**src/hdl/hmsc_pkg.sv**
```systemverilog
// ----------------------------------------------------------------------------
// hmsc_pkg
// Shared widths, font table and glyph helpers for the HH:MM:SS clock.
// ----------------------------------------------------------------------------
package hmsc_pkg;

    localparam int PRESCALE_BITS = 26;
    localparam int TPH_W         = 26;
    localparam int CMP_W         = (PRESCALE_BITS > TPH_W) ? PRESCALE_BITS : TPH_W;
    localparam int ROW_W         = 27;
    localparam int NUM_ROWS      = 5;
    localparam int HOUR_W        = 7;
    localparam int MIN_W         = 6;
    localparam int SEC_W         = 6;

    localparam logic [TPH_W-1:0] TPH_RESET = TPH_W'(25000000);

    localparam logic [SEC_W-1:0]  SEC_LAST  = SEC_W'(59);
    localparam logic [MIN_W-1:0]  MIN_LAST  = MIN_W'(59);
    localparam logic [HOUR_W-1:0] HOUR_LAST = HOUR_W'(99);

    localparam logic [19:0] FONT [10] = '{
        20'h75557, 20'h11111, 20'h71747, 20'h71717, 20'h55711,
        20'h74717, 20'h74757, 20'h71111, 20'h75757, 20'h75711
    };
    localparam logic [19:0] COLON_GLYPH = 20'h02020;

    typedef struct packed {
        logic [HOUR_W-1:0] hours;
        logic [MIN_W-1:0]  minutes;
        logic [SEC_W-1:0]  seconds;
        logic              colon;
    } time_t;

    typedef logic [NUM_ROWS-1:0][ROW_W-1:0] rows_t;

    function automatic logic [2:0] glyph_row(logic [19:0] pattern, int row);
        logic [19:0] shifted;
        shifted = pattern >> ((4 - row) * 4);
        return shifted[2:0];
    endfunction

    function automatic logic [2:0] digit_row(logic [3:0] value, int row);
        logic [2:0] bits;
        bits = 3'b000;
        if (value <= 4'd9)
        begin
            bits = glyph_row(FONT[value], row);
        end
        return bits;
    endfunction

    // tens digit of a 7-bit value, by reciprocal multiply
    function automatic logic [3:0] tens_of(logic [6:0] value);
        logic [14:0] prod;
        prod = 15'(value) * 15'd205;
        return prod[14:11];
    endfunction

    function automatic logic [3:0] units_of(logic [6:0] value);
        logic [6:0] diff;
        diff = value - 7'(tens_of(value)) * 7'd10;
        return diff[3:0];
    endfunction

endpackage

```
**src/hdl/hmsc_render.sv**
```systemverilog
// ----------------------------------------------------------------------------
// hmsc_render
// Draws HH:MM:SS as five 27-column rows in a 3x5 font.
// ----------------------------------------------------------------------------
module hmsc_render
    import hmsc_pkg::*;
(
    input  time_t tm,
    output rows_t rows
);

    logic [3:0] h_tens;
    logic [3:0] h_units;
    logic [3:0] m_tens;
    logic [3:0] m_units;
    logic [3:0] s_tens;
    logic [3:0] s_units;

    assign h_tens  = tens_of(tm.hours);
    assign h_units = units_of(tm.hours);
    assign m_tens  = tens_of(7'(tm.minutes));
    assign m_units = units_of(7'(tm.minutes));
    assign s_tens  = tens_of(7'(tm.seconds));
    assign s_units = units_of(7'(tm.seconds));

    for (genvar r = 0; r < NUM_ROWS; r++)
    begin : g_row
        logic [2:0] colon_bits;
        logic       colon_dot;

        assign colon_bits = glyph_row(COLON_GLYPH, r);
        assign colon_dot  = tm.colon & colon_bits[1];

        assign rows[r] = {
            digit_row(h_tens, r),  1'b0,
            digit_row(h_units, r), 1'b0,
            colon_dot,             1'b0,
            digit_row(m_tens, r),  1'b0,
            digit_row(m_units, r), 1'b0,
            colon_dot,             1'b0,
            digit_row(s_tens, r),  1'b0,
            digit_row(s_units, r)
        };
    end

endmodule

```
**config.mk**
```make
export PLATFORM = sky130hd
export DESIGN_NAME = hmsc_render
export DESIGN_NICKNAME = d
export VERILOG_FILES = /design/src/hdl/hmsc_pkg.sv /design/src/hdl/hmsc_render.sv
export SDC_FILE = /design/constraint.sdc
export NUM_CORES = 1
export LEC_CHECK = 0
export ABC_CLOCK_PERIOD_IN_PS = 5590
export BUFFER_PORTS_ARGS = -buffer_cell sky130_fd_sc_hd__buf_2
export CAP_MARGIN = 0
export CORE_MARGIN = 2
export CORE_UTILIZATION = 53
export DETAILED_ROUTE_END_ITERATION = 7
export PLACE_DENSITY = 0.89
export SETUP_SLACK_MARGIN = 0.05
export SLEW_MARGIN = 40
export SYNTH_ARGS = -nofsm -noshare
export SYNTH_HDL_FRONTEND = slang
export SYNTH_SLANG_ARGS = --single-unit
```
**constraint.sdc**
```tcl
create_clock -name vclk -period 5.59
set_clock_uncertainty 0.05 [all_clocks]
set_input_delay 0 -clock vclk [all_inputs]
set_output_delay 0 -clock vclk [all_outputs]
set_load 0.01 [all_outputs]
```
==> results.yml, run 1 <==
run_status:
  status: "finished, final reports clean"
final_layout:
  nFillCells: 726
  finalNetCount: 755
  area_growth_pct: 5.257
  drive_above_1_share_pct: 18.39
  final-seq-area_um2: 0
  design_area_mm2: 0.004509
  flops_and_latches: 0
  diodes: 0
  layoutNonFillerInstCount: 700
  nClkBuffers: 0
detailed_routing:
  wl_per_cell_um: 13.63
  wirelength_mm: 9.541
  drc: 0
  vias_per_cell: 5.286
  num_vias: 3700
  drt_iter0_drc: 73
  ant_nets: 0
  dr.pass1.iters: 4
min_path:
  min_from: "tm[1]"
  min_path_type: "in2out"
place:
  dpl.hpwl_mm: 8.392
  place_congestion: 0.8952
  port_buffers: 91
  dp_cells: 698
  place_area_mm2: 0.004471
global_routing:
  grt_pass1_wl_mm: 15.41
  antenna_found_initial: 0
  grt_start_max_net_pins: 16
  grt_pass1_vias: 3509
  grtUsageTotal_pct: 20.79
  overflow: 0
power_and_ir_drop:
  switchingPower_w: 0.001224
  p_int_w: 0.0008543
  p_leak_nw: 2.597
  comb_power_share_pct: 100.0
  power_density_mw_per_mm2: 461.0
  ir_worst_vdd_mv: 0.1951
  totalPowerFinal_w: 0.002079
  power_frac_seq_pct: 0
  swShare_pct: 58.90
  p_clk_share_pct: 0
setup_path:
  required_ps: 5540
  crit_start: "tm[17]"
  crit_path_max_fanout: 11
  cp-start-kind: "input pin"
  cp-end-kind: "primary output"
  path_class: "in2out"
  crit_end: "rows[130]"
  crit_arrival_ps: 5200
die:
  rows: 32
  initial_utilization_pct: 55.15
  fp.dieArea_mm2: 0.008818
  num_io_pins: 155
  core_area_mm2: 0.007767
  die_width_um: 93.91
  die_y_um: 93.91
synth:
  avgSynthCellArea_um2: 8.038
  ys_types: 63
  synth_warnings: 0
  syn_area_mm2: 0.004284
  synth_top_area_cell: "ha_1"
  synthMostInstantiatedCell: "ha_1"
  synth_seq_area_share_pct: 0
  synth_area_leaders: "ha_1 (33%), buf_4 (13%), fa_1 (11%)"
  synth_common_cells: "ha_1 (112), inv_1 (80), buf_4 (77)"
  synthCells: 533
  synth_top_area_share_pct: 32.71
job:
  drv_cap: 0
sta:
  slew_viol_final: 0
  fin_crit_sh_pct: 93.94
  rsz0062_at_grt: "false"
  hold_viol_final: 0
  fin_tns_setup_ps: 0
  max_slew_margin_pct: 57.95
  min_period_ps: 5251
  clock.fmax_mhz: 190.4
  hold_slack_ps: 528.8
  max_slew.worst_pin.slew_ps: 626.3
  setup_viol: 0
[worst min-delay path by stage]
stage / cells after the start / slack, ps / end
2_1_floorplan: 1 / 40 / rows[35]
3_3_place_gp: 0 / -50 / rows[45]
3_5_place_dp: 0 / -50 / rows[45]
4_1_cts: 5 / 510 / rows[83]
5_1_grt: 5 / 550 / rows[83]
6_report: 5 / 530 / rows[83]
[through the flow]
| stage | worst slack (ps) | util, % |
|---|---|---|
| 2_1_floorplan | 547.0 | - |
| 3_3_place_gp | 206.9 | 57.55 |
| 3_5_place_dp | 46.32 | 57.55 |
| 4_1_cts | 164.3 | 57.78 |
| 5_1_grt | 73.49 | 58.05 |
| 6_report | 338.5 | 58.05 |
[per-layer routing]
layer  up-vias  wire length, um  GRT usage (%)
li1       1817                -              -
met1      1750             3835          24.42
met2       121             5137          41.43
met3        12              429          1.364
met4         0              140          3.140
met5         -                0              0
[cell usage in the layout (no fill, tap or decap), drive strengths merged, types with 3 or more instances in the layout]
cell type / instances
ha: 112
a31oi: 4
a22oi: 3
nand2: 22
o21a: 8
fa: 23
and2: 7
a21boi: 3
a221oi: 3
nand3: 10
a21oi: 18
a211oi: 4
mux2i: 6
xor2: 11
conb: 59
a21o: 5
o211ai: 5
o221a: 3
nor3: 3
o211a: 3
buf: 94
xnor2: 9
nand2b: 6
or2: 3
o21ai: 22
nor2: 21
inv: 80
nor2b: 7
o311ai: 5
or3: 7
[critical path, cell delays in order]
cell and delay (ps):
buf_2 130, ha_1 330, fa_1 490, ha_1 290, inv_1 50, fa_1 500, inv_1 40, ha_1 290
a21oi_1 150, o221a_2 250, nand2_1 160, a21oi_2 230, xor2_1 220, inv_1 130, fa_1 410, xor2_1 160
xnor2_1 140, or3_4 460, and2_4 190, o311ai_1 360, buf_2 210
[power groups by stage]
| stage | clock [W] | combinational [W] | sequential [W] |
|---|---|---|---|
| finish | 0 | 0.00208 | 0 |
| CTS | 0 | 0.00206 | 0 |
| detailed placement | 0 | 0.00204 | 0 |
| global placement | 0 | 0.00196 | 0 |
| global route | 0 | 0.00230 | 0 |
| floorplan | 0 | 0.00151 | 0 |
[cells by family (layout without fill, tap and decap cells)]
family | Yosys count | count (layout) | synth area share [%]
buf+inv | 167 | 175 | 21.61
fa+ha+maj | 135 | 135 | 43.46
compound gates | 103 | 103 | 16.76
simple gates | 99 | 99 | 12.24
xor+xnor | 20 | 20 | 4.089
mux | 7 | 7 | 1.665
other cells | 2 | 59 | 0.1753
[repair_timing]
action,in CTS,in global routing
gates resized for setup,1,3
endpoints found under the setup margin,2,10
endpoints found under the hold margin,4,0
hold buffers,1,0
setup buffers,0,1
pin swaps,0,1
[cell type report]
| cell class | instances | area (um2) | share of cell area [%] |
|---|---|---|---|
| multi-input cells | 423 | 3593 | 79.69 |
| repair buffers | 95 | 488.0 | 10.82 |
| inverters | 80 | 300.3 | 6.659 |
| well taps | 102 | 127.6 | 2.830 |
No activity file was read; power rests on OpenSTA's default activity.
==> inputs of run 2 (changes only) <==
--- a/config.mk
+++ b/config.mk
@@ -12,6 +12,7 @@
 export CORE_UTILIZATION = 53
 export DETAILED_ROUTE_END_ITERATION = 7
 export PLACE_DENSITY = 0.89
+export RECOVER_POWER = 100
 export SETUP_SLACK_MARGIN = 0.05
 export SLEW_MARGIN = 40
 export SYNTH_ARGS = -nofsm -noshare
==> run 2 against run 1 <==
  * Sequential share of layout area unchanged
  * Hold slack worse by 12 ps
  * Critical path depth stayed put
  * Largest power group unchanged
  * Count of clock-buffer cells in the layout is the same
  * Via count decreased by 0.35%
  * Power decreased by 4.0%
  * Design area fell by 1.9%
  * Worst setup slack worse by 13 ps
  * Largest cell class unchanged
  * Critical endpoint unchanged
  * Flip-flop and latch count unchanged
  * Non-clock buffer count did not move
  * Cell count unchanged
==> results.yml, run 2 (same netlist as run 1, synthesis figures left out) <==
die:
  die_width_um: 93.91
  fp.dieArea_mm2: 0.008818
  rows: 32
  die_y_um: 93.91
  num_io_pins: 155
  initial_utilization_pct: 55.15
  core_area_mm2: 0.007767
sta:
  setup_viol: 0
  fin_crit_sh_pct: 94.17
  max_slew.worst_pin.slew_ps: 658.2
  rsz0062_at_grt: "false"
  min_period_ps: 5264
  slew_viol_final: 0
  hold_viol_final: 0
  max_slew_margin_pct: 55.80
  fin_tns_setup_ps: 0
  clock.fmax_mhz: 190.0
final_layout:
  final_common_cell: "ha_1"
  nClkBuffers: 0
  flops_and_latches: 0
  layoutNonFillerInstCount: 700
  drive_above_1_share_pct: 7.525
  nFillCells: 764
  area_growth_pct: 3.300
  diodes: 0
  finalNetCount: 755
  final-seq-area_um2: 0
  mostFrequentLayoutCells: "ha_1 (112), inv_1 (80), clkbuf_1 (64), conb_1 (59), buf_2 (26)"
global_routing:
  overflow: 0
  grt_start_max_net_pins: 16
  grtUsageTotal_pct: 20.79
  antenna_found_initial: 0
  grt_pass1_vias: 3509
  grt_pass1_wl_mm: 15.41
power_and_ir_drop:
  p_leak_nw: 2.423
  ir_worst_vdd_mv: 0.1735
  power_density_mw_per_mm2: 451.0
detailed_routing:
  dr.pass1.iters: 5
  wl_per_cell_um: 13.73
  drc: 0
  num_vias: 3687
  wirelength_mm: 9.614
  drt_iter0_drc: 63
  vias_per_cell: 5.267
  ant_nets: 0
place:
  place_congestion: 0.8952
  dpl.hpwl_mm: 8.392
  port_buffers: 91
  dp_cells: 698
run_status:
  status: "finished, final reports clean"
setup_path:
  cp-start-kind: "input pin"
  cp_slowest_cell: "fa_1"
  crit_path_max_fanout: 11
  cp-end-kind: "primary output"
  crit_arrival_ps: 5210
  required_ps: 5540
  crit_chain: "buf_2 -> ha_1 -> fa_1 -> ha_1 -> inv_1 -> fa_1 -> inv_1 -> ha_1 -> a21oi_1 -> o221a_2 -> nand2_1 -> a21oi_2 -> xor2_1 -> inv_1 -> fa_1 -> xor2_1 -> xnor2_1 -> or3_4 -> and2_4 -> o311ai_1 -> clkbuf_1"
  path_class: "in2out"
  crit_path_max_incr_delay_ps: 500
job:
  drv_cap: 0
min_path:
  min_path_type: "in2out"
[run 2: cell types whose count changed in the layout (fill, tap and decap cells not counted), sizes merged]
cell    change
buf        -65
clkbuf     +65
[run 2: cell type report]
cell class / count / area [um2] / share of cell area (%)
timing repair buffer: 95 / 407.9 / 9.217
tap: 102 / 127.6 / 2.884
inverter: 80 / 300.3 / 6.785
multi-input combinational: 423 / 3590 / 81.11
[run 2: stage by stage]
| step | setup slack, ps | utilization (%) | cell area [um2] | hold WS [ps] | power, W |
|---|---|---|---|---|---|
| 3_3_place_gp | 206.9 | 57.55 | 4471 | -49.71 | 0.001957 |
| 3_5_place_dp | 46.32 | 57.55 | 4471 | -49.71 | 0.002039 |
| 2_1_floorplan | 547.0 | - | 4498 | 41.77 | 0.001505 |
| 6_report | 325.9 | 56.97 | 4425 | 516.3 | 0.001996 |
| 5_1_grt | 59.99 | 56.97 | 4425 | 553.0 | 0.002211 |
| 4_1_cts | 164.3 | 57.78 | 4488 | 506.1 | 0.002055 |
[run 2: repair_timing]
| action | CTS | global route |
|---|---|---|
| endpoints found under the setup margin | 2 | 10 |
| gates cloned | 0 | 0 |
| resized for setup | 1 | 3 |
| hold buffers | 1 | 0 |
| pin swaps | 0 | 1 |
| setup buffers | 0 | 1 |
| hold endpoints to repair | 4 | 0 |
[run 2: path summary, 6_finish.rpt]
kind              startpoint        end  slack, ps  cells after the start
setup / recovery      tm[17]  rows[130]        330                     21
hold / removal         tm[1]   rows[83]        520                      5
[run 2: report_power, final]
part / internal (W) / total [W] / leakage, nW / switching (W)
logic: 0.000754 / 0.00200 / 2.42 / 0.00124
clock network: 0 / 0 / 0 / 0
registers: 0 / 0 / 0 / 0
[run 2: metal layers]
metal	global-route usage (%)	routed length (um)
met2	41.43	5132
met5	0	0
met4	3.140	167
met1	24.42	3886
met3	1.364	427
[run 2: worst max-delay path, delay by kind of cell]
kind	cells	cell delay [ps]
buf+inv	5	550
simple gates	3	810
fa+ha+maj	6	2310
xor+xnor	3	520
compound gates	4	1030
==> inputs of run 3 (changes only) <==
--- a/config.mk
+++ b/config.mk
@@ -5,13 +5,13 @@
 export SDC_FILE = /design/constraint.sdc
 export NUM_CORES = 1
 export LEC_CHECK = 0
-export ABC_CLOCK_PERIOD_IN_PS = 5590
+export ABC_CLOCK_PERIOD_IN_PS = 6790
 export BUFFER_PORTS_ARGS = -buffer_cell sky130_fd_sc_hd__buf_2
 export CAP_MARGIN = 0
 export CORE_MARGIN = 2
-export CORE_UTILIZATION = 53
+export CORE_UTILIZATION = 55
 export DETAILED_ROUTE_END_ITERATION = 7
-export PLACE_DENSITY = 0.89
+export PLACE_DENSITY = 0.91
 export RECOVER_POWER = 100
 export SETUP_SLACK_MARGIN = 0.05
 export SLEW_MARGIN = 40
==> constraint.sdc (replaced) <==
create_clock -name vclk -period 6.79
set_clock_uncertainty 0.05 [all_clocks]
set_input_delay 0 -clock vclk [all_inputs]
set_output_delay 0 -clock vclk [all_outputs]
set_load 0.01 [all_outputs]
==> run 3 against run 2 <==
  * Die area shrank 3.5%
  * Power shrank 22%
  * Flip-flop and latch count is the same
  * Worst setup slack gained 660 ps
  * Non-clock buffer count shrank 3
  * Combinational power shrank 22%
  * Hold slack lost 48 ps
  * Global-route usage shrank 0.60 points
  * Largest cell class unchanged
  * Largest power group unchanged
  * Critical path depth is the same
==> results.yml, run 3 (same netlist as run 1, synthesis figures left out) <==
run_status:
  status: "finished, final reports clean"
final_layout:
  design_area_mm2: 0.004374
  final-seq-area_um2: 0
  drive_above_1_share_pct: 6.050
  nFillCells: 756
  layoutNonFillerInstCount: 697
  diodes: 0
  nClkBuffers: 0
  mostFrequentLayoutCells: "ha_1 (112), inv_1 (80), clkbuf_1 (64), conb_1 (59), buf_2 (27)"
  finalNetCount: 752
  area_growth_pct: 2.103
  flops_and_latches: 0
  final_common_cell: "ha_1"
job:
  drv_cap: 0
setup_path:
  crit_path_max_fanout: 11
  cp-start-kind: "input pin"
  cp-end-kind: "primary output"
  path_class: "in2out"
  crit_arrival_ps: 5750
  required_ps: 6740
sta:
  slew_viol_final: 0
  max_slew_margin_pct: 51.77
  min_period_ps: 5803
  rsz0062_at_grt: "false"
  fin_crit_sh_pct: 85.46
  hold_viol_final: 0
  fin_tns_setup_ps: 0
  max_slew.worst_pin.slew_ps: 719.1
  clock.fmax_mhz: 172.3
  setup_viol: 0
power_and_ir_drop:
  p_leak_nw: 2.395
  power_frac_seq_pct: 0
  power_density_mw_per_mm2: 358.0
  comb_power_share_pct: 100.0
  swShare_pct: 62.66
  switchingPower_w: 0.0009813
  ir_worst_vdd_mv: 0.1824
  p_clk_share_pct: 0
  p_int_w: 0.0005846
place:
  dpl.hpwl_mm: 8.021
  place_area_mm2: 0.004456
  dp_cells: 696
  place_congestion: 0.8936
  port_buffers: 91
die:
  core_area_mm2: 0.007647
  die_y_um: 92.26
  initial_utilization_pct: 56.02
  rows: 32
  fp.dieArea_mm2: 0.008511
  die_width_um: 92.26
  num_io_pins: 155
global_routing:
  overflow: 0
  grt_pass1_vias: 3473
  grt_start_max_net_pins: 16
  grt_pass1_wl_mm: 14.79
  antenna_found_initial: 0
  grtUsageTotal_pct: 20.19
detailed_routing:
  drt_iter0_drc: 98
  wirelength_mm: 8.959
  wl_per_cell_um: 12.85
  ant_nets: 0
  dr.pass1.iters: 6
  vias_per_cell: 5.205
  num_vias: 3628
  drc: 0
min_path:
  holdPathStages: 5
  min_path_type: "in2out"
cts:
  post-cts-setup-buffer-count: 0
## run 3: changes by cell type in the layout (fill, tap and decap cells not counted), moves of 2 or more
cell      previous run  this run
o311ai_0             2         4
o311ai_1             3         1
buf_4                3         0
and2_0               1         3
## run 3: critical path: stages
cell,delay [ps]
buf_2,130
ha_1,340
fa_1,470
ha_1,280
inv_1,50
fa_1,490
inv_1,40
ha_1,300
a21oi_1,200
o221a_2,270
nand2_1,120
a21oi_1,260
xor2_1,360
inv_1,160
fa_1,430
xor2_1,160
xnor2_1,140
or3_1,540
and2_0,310
o311ai_0,470
buf_2,220
## run 3: stage by stage
step                      util [%]  hold slack [ps]  worst slack (ps)  total power [W]
after CTS                    58.39            473.6              1271         0.001654
after global routing         57.20            502.0             600.7         0.001753
final                        57.20            467.9             987.3         0.001566
after detailed placement     58.26           -49.82              1297         0.001642
after global placement       58.26           -49.82              1486         0.001592
after floorplan                  -            41.77              1747         0.001239
## run 3: final timing paths
check / from / end / slack (ps)
hold / removal: tm[1] / rows[83] / 470
setup / recovery: tm[17] / rows[129] / 990
## run 3: power groups by stage
stage	clock network [W]	logic [W]	registers, W
5_1_grt	0	0.00175	0
3_3_place_gp	0	0.00159	0
6_report	0	0.00157	0
4_1_cts	0	0.00165	0
3_5_place_dp	0	0.00164	0
2_1_floorplan	0	0.00124	0
## run 3: per-layer routing
layer  global-route usage (%)  up-vias  share of wire [%]
met1                    23.60     1689                 42
met3                    1.233        8                5.0
met2                    40.32      121                 51
met4                    3.483        0                1.3
met5                        0        -                  0
li1                         -     1810                  -
## run 3: what timing repair did
action,4_1_cts,5_1_grt
hold buffers,1,0
resized for setup,0,0
setup endpoints to repair,0,0
hold endpoints to repair,4,0
## run 3: layout make-up
cell class,count,area (um2),share of cell area [%]
multi-input combinational,423,3561,81.41
timing repair buffer,92,385.4,8.810
inverter,80,300.3,6.865
tap,102,127.6,2.918
